File: config.mk
export PLATFORM = sky130hd
export DESIGN_NAME = first_fit_interval_assigner_top
export DESIGN_NICKNAME = d
export VERILOG_FILES = /design/src/hdl/ffia_pkg.sv /design/src/hdl/first_fit_interval_assigner_top.sv
export VERILOG_INCLUDE_DIRS = /design/src /design/src/hdl
export SDC_FILE = /design/constraint.sdc
export NUM_CORES = 1
export LEC_CHECK = 0
export BUFFER_PORTS_ARGS = -buffer_cell sky130_fd_sc_hd__buf_2
export CORE_ASPECT_RATIO = 1.2
export CORE_MARGIN = 1
export CORE_UTILIZATION = 60
export DETAILED_ROUTE_END_ITERATION = 7
export PLACE_DENSITY = 0.8
export RECOVER_POWER = 100
export SYNTH_ARGS = -nofsm -noshare
export SYNTH_HDL_FRONTEND = slang
export SYNTH_SLANG_ARGS = --single-unit
export TNS_END_PERCENT = 1
File: constraint.sdc
create_clock -name clk -period 4.8 [get_ports clk]
set_input_delay 1.44 -clock clk [delete_from_list [all_inputs] [get_ports clk]]
set_output_delay 1.44 -clock clk [all_outputs]
set_load 0.005 [all_outputs]
File: src/hdl/assert_macros.svh
// Assertion macros used by the RTL.
`ifndef ASSERT_MACROS_SVH
`define ASSERT_MACROS_SVH

// Implication checked every clock, disabled while reset is asserted.
`define ASSERT_IMPL(label, clk, rst_n, ante, cons, msg) \
    label: assert property (@(posedge clk) disable iff (!rst_n) (ante) |=> (cons)) \
        else $error(msg);

// Combinational invariant checked every clock outside reset.
`define ASSERT_ALWAYS(label, clk, rst_n, expr, msg) \
    label: assert property (@(posedge clk) disable iff (!rst_n) (expr)) \
        else $error(msg);

`endif

File: src/hdl/ffia_pkg.sv
// ---------------------------------------------------------------------------
// ffia_pkg: shared types and constants
// Item formats and default sizes of the first-fit interval assigner.
// ---------------------------------------------------------------------------
package ffia_pkg;

    localparam int ID_W          = 16;
    localparam int FIELD_TIME_W  = 16;
    localparam int WORKER_W      = 3;
    localparam int NUM_WORKERS_DEF = 8;
    localparam int TIME_BITS_DEF   = 16;

    // One task entering the block
    typedef struct packed {
        logic [ID_W-1:0]         task_id;
        logic [FIELD_TIME_W-1:0] start_time;
        logic [FIELD_TIME_W-1:0] finish_time;
        logic                    last_of_set;
    } task_item_t;

    // One assignment result
    typedef struct packed {
        logic [ID_W-1:0]     task_out;
        logic [WORKER_W-1:0] worker;
        logic                unassigned;
    } result_item_t;

endpackage

File: src/hdl/first_fit_interval_assigner_top.sv
// ---------------------------------------------------------------------------
// first_fit_interval_assigner_top: first-fit task to worker assignment
// Gives each task to the lowest worker that is free at the task's start.
// ---------------------------------------------------------------------------
//  channel   signals                                 direction
//  task      task_valid, task_stall, task_data       in  (task_stall driven here)
//  result    result_valid, result_stall, result_data out (result_stall driven outside)
//
//  One item per cycle sustained while results are not stalled; each item
//  waits in the input register, is assigned there by a parallel compare
//  over all workers with a priority pick, and moves to the result register.
//  Reset clears the valid flags and the worker busy flags; no clearing pass.
//  A stalled result holds the input register, which then stalls the task side.
//  Worker state clears in the same cycle the item marked last is assigned.
`include "assert_macros.svh"

module first_fit_interval_assigner_top #(
    parameter int NUM_WORKERS = ffia_pkg::NUM_WORKERS_DEF,
    parameter int TIME_BITS   = ffia_pkg::TIME_BITS_DEF
) (
    input  logic                  clk,
    input  logic                  rst_n,
    input  logic                  task_valid,
    output logic                  task_stall,
    input  ffia_pkg::task_item_t  task_data,
    output logic                  result_valid,
    input  logic                  result_stall,
    output ffia_pkg::result_item_t result_data
);

    // time bits actually compared: the input fields cap the width
    localparam int UB = (TIME_BITS < ffia_pkg::FIELD_TIME_W) ? TIME_BITS
                                                             : ffia_pkg::FIELD_TIME_W;

    // input register
    logic                 task_valid_reg;
    ffia_pkg::task_item_t task_reg;

    // result register
    logic                   result_valid_reg;
    ffia_pkg::result_item_t result_reg;
    ffia_pkg::result_item_t result_next;

    // worker state
    logic [NUM_WORKERS-1:0] in_use_reg;
    logic [NUM_WORKERS-1:0] in_use_next;
    logic [UB-1:0]          last_finish_reg  [NUM_WORKERS];
    logic [UB-1:0]          last_finish_next [NUM_WORKERS];

    logic                   advance;
    logic [NUM_WORKERS-1:0] fit;
    logic [NUM_WORKERS-1:0] first;
    logic                   any_fit;
    logic [UB-1:0]          start_u;
    logic [UB-1:0]          finish_u;

    // handshake
    assign advance      = task_valid_reg && (!result_valid_reg || !result_stall);
    assign task_stall   = task_valid_reg && !advance;
    assign result_valid = result_valid_reg;
    assign result_data  = result_reg;

    assign start_u  = task_reg.start_time[UB-1:0];
    assign finish_u = task_reg.finish_time[UB-1:0];

    // parallel fit test and priority pick
    always_comb
    begin
        logic lower;
        lower = 1'b0;
        for (int w = 0; w < NUM_WORKERS; w++)
        begin
            fit[w]   = !in_use_reg[w] || (last_finish_reg[w] <= start_u);
            first[w] = fit[w] && !lower;
            lower    = lower || fit[w];
        end
        any_fit = lower;
    end

    // result and state update
    always_comb
    begin
        result_next.task_out   = task_reg.task_id;
        result_next.worker     = '0;
        result_next.unassigned = !any_fit;
        in_use_next            = in_use_reg;
        for (int w = 0; w < NUM_WORKERS; w++)
        begin
            last_finish_next[w] = last_finish_reg[w];
            if (first[w])
            begin
                result_next.worker  = ffia_pkg::WORKER_W'(w);
                in_use_next[w]      = 1'b1;
                last_finish_next[w] = finish_u;
            end
        end
        if (task_reg.last_of_set)
        begin
            in_use_next = '0;
        end
    end

    // control registers
    always_ff @(posedge clk or negedge rst_n)
    begin
        if (!rst_n)
        begin
            task_valid_reg   <= 1'b0;
            result_valid_reg <= 1'b0;
            in_use_reg       <= '0;
        end
        else
        begin
            if (!task_stall)
            begin
                task_valid_reg <= task_valid;
            end
            if (advance)
            begin
                result_valid_reg <= 1'b1;
                in_use_reg       <= in_use_next;
            end
            else if (!result_stall)
            begin
                result_valid_reg <= 1'b0;
            end
        end
    end

    // payload registers
    always_ff @(posedge clk)
    begin
        if (!task_stall && task_valid)
        begin
            task_reg <= task_data;
        end
        if (advance)
        begin
            result_reg <= result_next;
            for (int w = 0; w < NUM_WORKERS; w++)
            begin
                last_finish_reg[w] <= last_finish_next[w];
            end
        end
    end

    // checks
    `ASSERT_IMPL(a_adv_result, clk, rst_n, advance, result_valid_reg,
                 "assigned item did not reach result register")
    `ASSERT_IMPL(a_last_clears, clk, rst_n, advance && task_reg.last_of_set,
                 in_use_reg == '0, "worker state not cleared after last item")
    `ASSERT_IMPL(a_nofit_flag, clk, rst_n, advance && !any_fit,
                 result_reg.unassigned && (result_reg.worker == '0),
                 "unfitted task not flagged unassigned")
    `ASSERT_ALWAYS(a_pick_onehot, clk, rst_n, $onehot0(first) && (any_fit == (first != '0)),
                   "priority pick not one-hot")

endmodule

==> results of run 1 <==
worst max-delay path, delay by kind of cell (launching register included):
family	cells	cell delay (ps)
AND/OR/NAND/NOR	4	1620
flip-flops	1	360
AO/OA/AOI/OAI	2	870
adder cells (fa/ha/maj)	1	230
buffers and inverters	2	810
logic make-up (layout without fill, tap and decap cells):
logic type	Yosys count	count (layout)	share of synthesized area, %
adders and majority gates	128	128	17.1
buffers and inverters	33	151	1.33
AOI/OAI and AO/OA	116	116	8.41
DFF	207	207	66.0
and+or+nand+nor	121	121	7.09
worst min-delay path by stage:
| stage | from | to | slack [ps] |
|---|---|---|---|
| after CTS | result_next[18] | result_data[18] | 420 |
| after detailed placement | result_next[6] | result_data[6] | 410 |
| after global placement | result_next[8] | result_data[8] | 400 |
| after floorplan | result_next[10] | result_data[10] | 400 |
| final | result_next[18] | result_data[18] | 420 |
| after global routing | result_next[9] | result_data[9] | 430 |
per-stage QoR:
step | utilization, % | worst slack [ps] | std cells | hold slack, ps
global route | 70.5 | 379 | 927 | 425
detailed placement | 66.6 | 1030 | 891 | 408
floorplan | - | 577 | 605 | 400
global placement | 66.6 | 1130 | 891 | 403
finish | 70.5 | 530 | 927 | 416
CTS | 71.0 | 1020 | 927 | 416
power groups by stage:
stage | sequential [mW] | combinational, mW | clock, mW
after floorplan | 2.13 | 0.180 | 0
after global placement | 2.15 | 0.290 | 0
after detailed placement | 2.15 | 0.306 | 0
after CTS | 2.11 | 0.309 | 1.62
after global routing | 2.12 | 0.338 | 1.68
final | 2.11 | 0.303 | 1.60
cell type report:
| cell class | instances | area, um2 |
|---|---|---|
| Clock buffer | 24 | 537 |
| Clock inverter | 12 | 128 |
| Fill cell | 1052 | 4460 |
| Inverter | 32 | 120 |
| Multi-Input combinational cell | 365 | 3030 |
| Sequential cell | 207 | 6170 |
| Tap cell | 204 | 255 |
| Timing Repair Buffer | 83 | 389 |
synth_stat cells, types with 2 or more instances:
cell / instances
inv_1: 32
a221o_1: 4
nor3_1: 4
dfrtp_1: 10
and3_1: 3
ha_1: 128
a2111oi_0: 2
a21oi_1: 38
nor2b_1: 9
o211ai_1: 6
o21ai_0: 19
o311ai_0: 2
a41oi_1: 2
o31ai_1: 3
and2_1: 4
nand2_1: 26
a21boi_0: 4
nand2b_1: 2
nor4_1: 6
a211oi_1: 4
edfxtp_1: 197
nand3_1: 11
a21o_1: 8
nand4_1: 29
o311a_1: 5
nor2_1: 16
o21a_1: 3
or3_1: 3
a31oi_1: 4
a221oi_1: 2
routing by layer:
layer  vias to the layer above  GRT usage, %
met2                       241          44.4
met4                         0          13.4
met5                         -             0
li1                       2627             -
met3                        70          4.98
met1                      2799          35.9
==> summary.md, run 1 <==
| Metric | Value |
|---|---|
| Status | finished, violations left |
| Failing checks | capacitance limit, slew limit |
| Via-to-Cell Ratio | slightly above 6 |
| Register area share after synthesis | 66.0% |
| Max-Cap Viols | 1 |
| Post-Syn Instances | ~610 |
| Fin. Hold Viols | 0 |
| Initial antenna violation count | 0 |
| GRT Total Usage | between 20% and 30% |
| Critical path class | reg -> reg |
| Die H | approximately 140 um |
| Synth Area per Inst | ~15 um2 |
| Post-synth EDFFs | 197 |
| Die Width | between 100 and 150 um |
| Gr ovfl total | 0 |
| Layout cells sized above 1 | between 10% and 20% |
| R2R depth | 9 |
| Switch Pwr | 0.880 mW |
| Clock power frac | about two fifths |
| Fmax | between 200 and 250 MHz |
| Hold Crit Depth | 0 |
| Worst-Skew Late Latency | about 490 ps |
| Post-DR wirelength/cell | 22.6 um |
| Starting Density | between 60 and 70% |
| DRT antenna net count | 0 |
| WL met1 | about 8500 um |
| Flops & latches, synth | a little over 200 |
| Max-slew headroom | -36.5% |
| Yosys top cell by area | edfxtp_1 |
| VDD IR-drop max | approximately 390 uV |
| IO Pins | 75 |
| Via count | between 5000 and 6000 |
| Distinct cells, synth | just under 50 |
| Seq pwr share | a little over half |
| Final min period | 4270 ps |
| H-tree depth | 1 |
| Worst R2R End | last_finish_reg[1][47] |
| Reg2Reg Setup Slack | ~530 ps |
| Final Max Slew Viols | 27 |
| Largest register FFs | 128 |
| Root Buffer | clkbuf_16 |
| RR Startpoint | start_u[5] |
| Detailed placement HPWL | 15000 um |
| Critical-path cell list | inv_1, ha_1, nand4_1, or3_1, a21o_1, a311oi_1, nand4_4, nor4_1, clkbuf_1 |
| Largest net degree at the start of global routing | 27 |
| Max clock buf depth | 3 |
| Worst slew pin tran | 2050 ps |
| LEAKAGE | slightly above 4 nW |
| Final setup vio count | 0 |
| Worst-path clk slew | about 60 ps |
| Synth warnings | 0 |
| Internal | roughly 3.1 mW |
| Cell Area, Placed | roughly 0.01 mm2 |
| Met2 routed WL | 10100 um |
| Core ar. | ~0.015 mm2 |
| GP Congestion | approximately 0.92 |
| Power Density | roughly 380 mW/mm2 |
| Yosys top cell area share | about 63% |
| Sw frac | a little over a fifth |
| Die area | around 0.016 mm2 |
| Worst setup startpoint | start_u[5] |
| Critical path peak fanout | 8 |
| DR top layer | met4 |
| Largest stage delay on the critical path | ~690 ps |
| Layout Area Growth over Synthesis | 13.8% |
| Number of global-route vias before repair | between 6000 and 7000 |
| Critical path's slowest cell | a311oi_1 |
| WP data required | 4920 ps |
| Most frequent cells in the layout | edfxtp_1, ha_1, buf_2 |
| Ys flop type | edfxtp_1 |
| Worst setup EP type | flop |
| Arrival time worst endpoint | around 4400 ps |
| DRC viols | 0 |
| Layout Nets | between 800 and 900 |
| Drt total wl | roughly 21000 um |
| Post_cts resized | 0 |
| Cell Area, Synth | approximately 0.0093 mm2 |
| DRT iter0 DRCs | 458 |
| Worst hold path type | reg -> reg |
| WL met3 | between 1000 and 1500 um |
| Hold_buf cts | 0 |
| RSZ-0062 raised after global routing | false |
| Post-synth ARST share | roughly 4.8% |
| Destination of the critical timing path | last_finish_reg[1][47] |
| Comb power frac | 7.6% |
| First-pass DRT Iterations | 5 |
| FP Rows | between 40 and 50 |
| Post-CTS setup buffers | 0 |
| CTS tree | yes |
| Dominant cells by area after synthesis | edfxtp_1, ha_1, dfrtp_1 |
| Sum Neg Setup Slack | 0 ps |
| Most common cell after layout, fill and taps aside | edfxtp_1 |
| # diodes | 0 |
| Tcrit/Tclk final | 89.0% |
| Design area | 0.0106 mm2 |
| Pwr Total | between 4 and 5 mW |
| Buffers on Ports | 74 |
| Setup skew after layout | between 10 and 15 ps |
| First-pass GRT wire length | 32600 um |
| Total CTS buffers | 21 |
| Sink Count | 207 |
| Critical Path Source Type | flop |
| Mapped Nets | roughly 790 |
Power figures use the tool's default switching activity.
==> inputs of run 2 (changes only) <==
Settings changed: ABC_AREA from default to 1.
==> run 2 against run 1 <==
  * The run still ends with capacitance limit, slew limit left
  * Global-route usage decreased by 2.2 points
  * First-iteration DRC count decreased by 4.8%
  * Routed wire length decreased by 8.5%
  * Largest cell class unchanged
  * Critical path depth decreased by 1
  * Sequential power about the same
  * Combinational power increased by 22%
  * Clock power increased by 9%
  * Clock skew increased by 1.9 ps
  * Sequential cell count unchanged
  * Critical endpoint is now last_finish_reg[1][55]
==> summary.md, run 2 <==
| Metric | Value |
|---|---|
| FILL cells | 1015 |
| Layout cells sized above 1 | 13.1% |
| Die H | 140 um |
| VDD IR-drop max | around 400 uV |
| Root Buffer | clkbuf_16 |
| Fmax | about 250 MHz |
| Fin. Hold Viols | 0 |
| Final Max Slew Viols | 50 |
| Most common cell after layout, fill and taps aside | edfxtp_1 |
| Post-CTS setup buffers | 0 |
| Dominant cells by area after synthesis | edfxtp_1, ha_1, nand2_1 |
| Worst slew pin tran | 1890 ps |
| Post_cts resized | 0 |
| DRC viols | 0 |
| Setup skew after layout | ~13 ps |
| Ys flop type | edfxtp_1 |
| Register area share after synthesis | 65.0% |
| Worst-path clk slew | approximately 60 ps |
| Status | finished, violations left |
| # diodes | 0 |
| Failing checks | capacitance limit, slew limit |
| Final min period | ~4000 ps |
| Pwr Total | approximately 4.3 mW |
| Post-DR wirelength/cell | 18.7 um |
| Layout Area Growth over Synthesis | 14.4% |
| Synth Area per Inst | between 10 and 15 um2 |
| Max clock buf depth | 3 |
| GP Congestion | between 0.9 and 1 |
| Hold_buf cts | 0 |
| WP data required | about 5000 ps |
| First-pass GRT wire length | just over 30000 um |
| Flops & latches, synth | roughly 210 |
| Number of global-route vias before repair | 5905 |
| Buffers on Ports | between 70 and 80 |
| Yosys top cell area share | between 60% and 70% |
| Tcrit/Tclk final | around 83% |
| Cell Area, Synth | 0.00948 mm2 |
| M3 GR Usage | roughly 3.6% |
| Post-synth ARST share | under 10% |
| Critical Path Source Type | primary input |
| DRT iter0 DRCs | 436 |
| LEAKAGE | between 4 and 5 nW |
| CTS tree | yes |
| Drt total wl | approximately 19000 um |
| Arrival time worst endpoint | ~4200 ps |
| Mapped Nets | 880 |
| GRT Total Usage | about 25% |
| Core ar. | 0.0152 mm2 |
| Post-Syn Instances | 699 |
| Synth top cells by count | edfxtp_1, ha_1, nand2_1, inv_1, a21oi_1 |
| Starting Density | between 60 and 70% |
| Die Width | 117 um |
| Largest register FFs | 128 |
| Max-slew headroom | -26.1% |
| Total CTS buffers | 21 |
| Worst-Skew Late Latency | 490 ps |
| Worst setup EP type | flop |
| RSZ-0062 raised after global routing | false |
| First-pass DRT Iterations | 5 |
| Largest net degree at the start of global routing | 50 |
| Worst hold path type | reg -> reg |
| Sink Count | ~210 |
| Synth warnings | 0 |
| DRT antenna net count | 0 |
| GR Util met2 | between 40% and 50% |
| Distinct cells, synth | 35 |
| Initial antenna violation count | 0 |
| Yosys top cell by area | edfxtp_1 |
| Sum Neg Setup Slack | 0 ps |
| GR peak layer | met2 |
| Via-to-Cell Ratio | between 5 and 6 |
| Layout Nets | about 1000 |
| Max-Cap Viols | 1 |
| Die area | 0.0163 mm2 |
| Detailed placement HPWL | around 13000 um |
| Most frequent cells in the layout | edfxtp_1, ha_1, nand2_1 |
| Power Density | roughly 390 mW/mm2 |
| Post-synth EDFFs | roughly 200 |
| Critical path peak fanout | 25 |
| FP Rows | just under 50 |
| M1 GR Usage | between 30 and 40% |
| IO Pins | 75 |
| Final setup vio count | 0 |
| Critical path class | in -> reg |
| Gr ovfl total | 0 |
| H-tree depth | 1 |
| Most frequent cell after synthesis | edfxtp_1 |
| Via count | 5690 |
[run 2: changes by cell type in the layout (fill, tap and decap cells not counted), moves of 5 or more]
cell	delta
a21oi_1	+23
nand2_1	+78
nand4_1	-17
nor2b_1	-9
nor4_1	-6
nor2_1	+22
o211ai_1	-5
inv_1	+36
o311a_1	-5
a21o_1	-6
[run 2: worst paths after layout]
path,start,to,slack [ps],cells past startpoint
max,result_stall,last_finish_reg[1][55],810,8
min,result_next[6],result_data[6],420,0
max reg2reg,start_u[9],last_finish_reg[1][55],990,13
min reg2reg,result_next[6],result_data[6],420,0
max in group asynchronous,rst_n,task_valid_reg,3490,1
min in group asynchronous,rst_n,in_use_reg[5],920,1
[run 2: stage by stage]
stage | setup WS (ps) | instances | utilization [%] | area, um2 | hold WS [ps]
after floorplan | 1100 | 699 | - | 9480 | 400
after global placement | 1370 | 985 | 66.9 | 10200 | 400
after detailed placement | 1220 | 985 | 66.9 | 10200 | 405
after CTS | 1400 | 1022 | 71.8 | 10900 | 416
after global routing | 578 | 1022 | 71.3 | 10800 | 420
final | 810 | 1022 | 71.3 | 10800 | 415
[run 2: layout make-up]
class / count / area (um2) / share of cell area (%)
clock buffer: 23 / 533 / 4.92
timing repair buffer: 82 / 385 / 3.55
inverter: 72 / 270 / 2.49
multi-input combinational: 420 / 3020 / 27.9
tap: 204 / 255 / 2.35
sequential: 207 / 6170 / 56.9
clock inverter: 14 / 211 / 1.95
[run 2: cell families after synthesis]
group | Yosys count | synth area share (%)
and+or+nand+nor | 187 | 8.99
AOI/OAI and AO/OA | 105 | 6.25
DFF | 207 | 65.0
buffers and inverters | 72 | 2.85
adders and majority gates | 128 | 16.9
[run 2: worst max-delay path, stage by stage]
cell and delay (ps):
buf_2 100, nand2_1 110, inv_1 70, nor2_2 70, clkbuf_1 920, inv_1 410
nor2_1 770, buf_4 300
[run 2: layer usage]
metal	share of wire, %	vias up	wire, um
met4	2.3	0	438
met2	50	213	9570
met1	41	2695	7880
met5	0	-	0
met3	6.5	31	1250
li1	-	2751	-
[run 2: report_power, final]
group / internal (mW) / total (mW) / switching [mW]
logic: 0.128 / 0.370 / 0.241
clock network: 1.08 / 1.74 / 0.664
registers: 2.09 / 2.14 / 0.0517
==> inputs of run 3 (changes only) <==
Settings changed: ABC_AREA 1 to 0, CORE_UTILIZATION 60 to 54, PLACE_DENSITY 0.8 to 0.76.
Clock period 4.8 ns to 3.4 ns, I/O delays scaled along.
==> run 3 against run 2 <==
  * Register-to-register slack worse by 870 ps
  * Via count increased by 3.7%
  * Cell area rose by 1.1%
  * Largest cell class unchanged
  * Critical path type is now reg -> reg
  * Count of clock-buffer cells in the layout grew 5
  * The flow now finishes without violations
  * Sequential cell count unchanged
  * Total power rose by 34%
  * Clock power up 29%
==> summary.md, run 3 (synthesized netlist as in run 1, its figures left out) <==
| Metric | Value |
|---|---|
| Layout Area Growth over Synthesis | 17.4% |
| Max-Cap Viols | 0 |
| Comb power frac | between 8 and 9% |
| Starting Density | 55.2% |
| LEAKAGE | about 4.3 nW |
| Drt total wl | approximately 22000 um |
| Non-filler cells, final | 972 |
| Power Density | approximately 520 mW/mm2 |
| Post-DR wirelength/cell | around 22 um |
| Max-slew headroom | between 10% and 20% |
| Arrival time worst endpoint | 3510 ps |
| Final setup vio count | 0 |
| IO Pins | 75 |
| Most frequent cells in the layout | edfxtp_1, ha_1, buf_2 |
| VDD IR-drop max | just over 400 uV |
| Total CTS buffers | 22 |
| Internal | 4.40 mW |
| First-pass GRT wire length | between 30000 and 40000 um |
| Worst setup EP type | flop |
| Fin. Hold Viols | 0 |
| Tcrit/Tclk final | between 90% and 100% |
| Worst-Skew Late Latency | around 500 ps |
| Die Width | 122 um |
| Max clock buf depth | 3 |
| Setup skew after layout | approximately 12 ps |
| Via-to-Cell Ratio | around 6.1 |
| Via count | 5903 |
| Worst slew pin tran | about 1300 ps |
| Final Max Slew Viols | 0 |
| Cell Area, Placed | around 0.010 mm2 |
| DRC viols | 0 |
| Critical path peak fanout | 8 |
| GP Congestion | ~1 |
| Most common cell after layout, fill and taps aside | edfxtp_1 |
| RSZ-0062 raised after global routing | false |
| Sink Count | approximately 210 |
| Pwr Total | roughly 5.7 mW |
| Layout Nets | around 900 |
| Number of global-route vias before repair | about 6100 |
| GR peak layer | met2 |
| Core ar. | ~0.017 mm2 |
| Largest register FFs | about 130 |
| Final WS setup | between 100 and 150 ps |
| FP Rows | 52 |
| DRT iter0 DRCs | 365 |
| Critical path class | reg -> reg |
| Detailed placement HPWL | about 16000 um |
| Worst-path clk slew | 60 ps |
| CTS tree | yes |
| Gr ovfl total | 0 |
| Die area | about 0.018 mm2 |
| M1 GR Usage | about a third |
| Largest net degree at the start of global routing | 50 |
| Layout cells sized above 1 | 17.2% |
| Fmax | 305 MHz |
| Die H | 146 um |
| Sw frac | about 23% |
| DRT antenna net count | 0 |
| Hold slack | between 400 and 500 ps |
| Hold_buf cts | 0 |
| # placed instances | about 930 |
| Initial antenna violation count | 0 |
| Worst hold path type | reg -> reg |
| Post-Place Worst Slack | about 57 ps |
| FILL cells | around 1300 |
| H-tree depth | 1 |
| # diodes | 0 |
| Status | finished clean |
| Critical Path Source Type | flop |
| M3 GR Usage | 4.49% |
| WP data required | between 3000 and 4000 ps |
| Seq pwr share | 52.4% |
| Final min period | 3280 ps |
| First-pass DRT Iterations | 5 |
| GRT Total Usage | roughly 25% |
| Clock power frac | 39.4% |
| Design area | ~0.011 mm2 |
| Root Buffer | clkbuf_16 |
| GR Util met2 | ~43% |
| Switch Pwr | 1.29 mW |
| Buffers on Ports | between 70 and 80 |
## run 3: cell count changes in the layout (fill, tap and decap cells not counted), moves of 5 or more
cell,delta
nand2_1,-78
inv_1,-38
a21oi_1,-23
nor2_1,-22
buf_4,+19
nand4_1,+17
nor2b_1,+9
a21o_1,+6
clkbuf_4,+5
o211ai_1,+5
o311a_1,+5
## run 3: power by group through the flow
stage | combinational (mW) | sequential, mW | clock (mW)
after floorplan | 0.254 | 3.01 | 0
after detailed placement | 0.464 | 3.03 | 0
after CTS | 0.467 | 2.98 | 2.28
after global routing | 0.514 | 2.99 | 2.38
final | 0.467 | 2.98 | 2.24
after global placement | 0.439 | 3.02 | 0
## run 3: critical path, stage by stage (launching register included)
cell and delay [ps]:
edfxtp_1 370, clkinvlp_4 220, ha_1 380, nand4_1 220, nor4_4 410, a21boi_0 260
o311a_1 300, clkbuf_4 190, nand4_1 110, nor4_1 540
## run 3: per-layer routing
| metal | wire [um] | share of wire, % |
|---|---|---|
| met2 | 10700 | 49 |
| met5 | 0 | 0 |
| met1 | 8720 | 40 |
| met3 | 1430 | 6.6 |
| met4 | 901 | 4.1 |
## run 3: through the flow
| step | setup TNS [ps] | utilization (%) |
|---|---|---|
| floorplan | -11300 | - |
| global placement | 0 | 60.8 |
| detailed placement | 0 | 60.8 |
| CTS | 0 | 64.8 |
| global route | 0 | 64.8 |
| finish | 0 | 64.8 |
## run 3: layout make-up
type                       instances  area (um2)  area share [%]
timing repair buffer             113         631            5.75
inverter                          32         124            1.13
clock inverter                    11        81.3           0.742
sequential                       207        6170            56.2
tap                              216         270            2.46
multi-input combinational        365        3100            28.3
clock buffer                      28         594            5.42
## run 3: what timing repair did
action	4_1_cts	5_1_grt
resized for setup	0	5
setup endpoints to repair	0	86
buffers inserted	0	5
## run 3: worst paths after layout
| path | endpoint | cells after the start | slack (ps) | from |
|---|---|---|---|---|
| max | result_data[0] | 9 | 120 | start_u[9] |
| min | result_data[6] | 0 | 420 | result_next[6] |
| max reg2reg | result_data[0] | 9 | 120 | start_u[9] |
| min reg2reg | result_data[6] | 0 | 420 | result_next[6] |
| max in group asynchronous | in_use_reg[1] | 1 | 2520 | rst_n |
| min in group asynchronous | result_valid | 1 | 490 | rst_n |
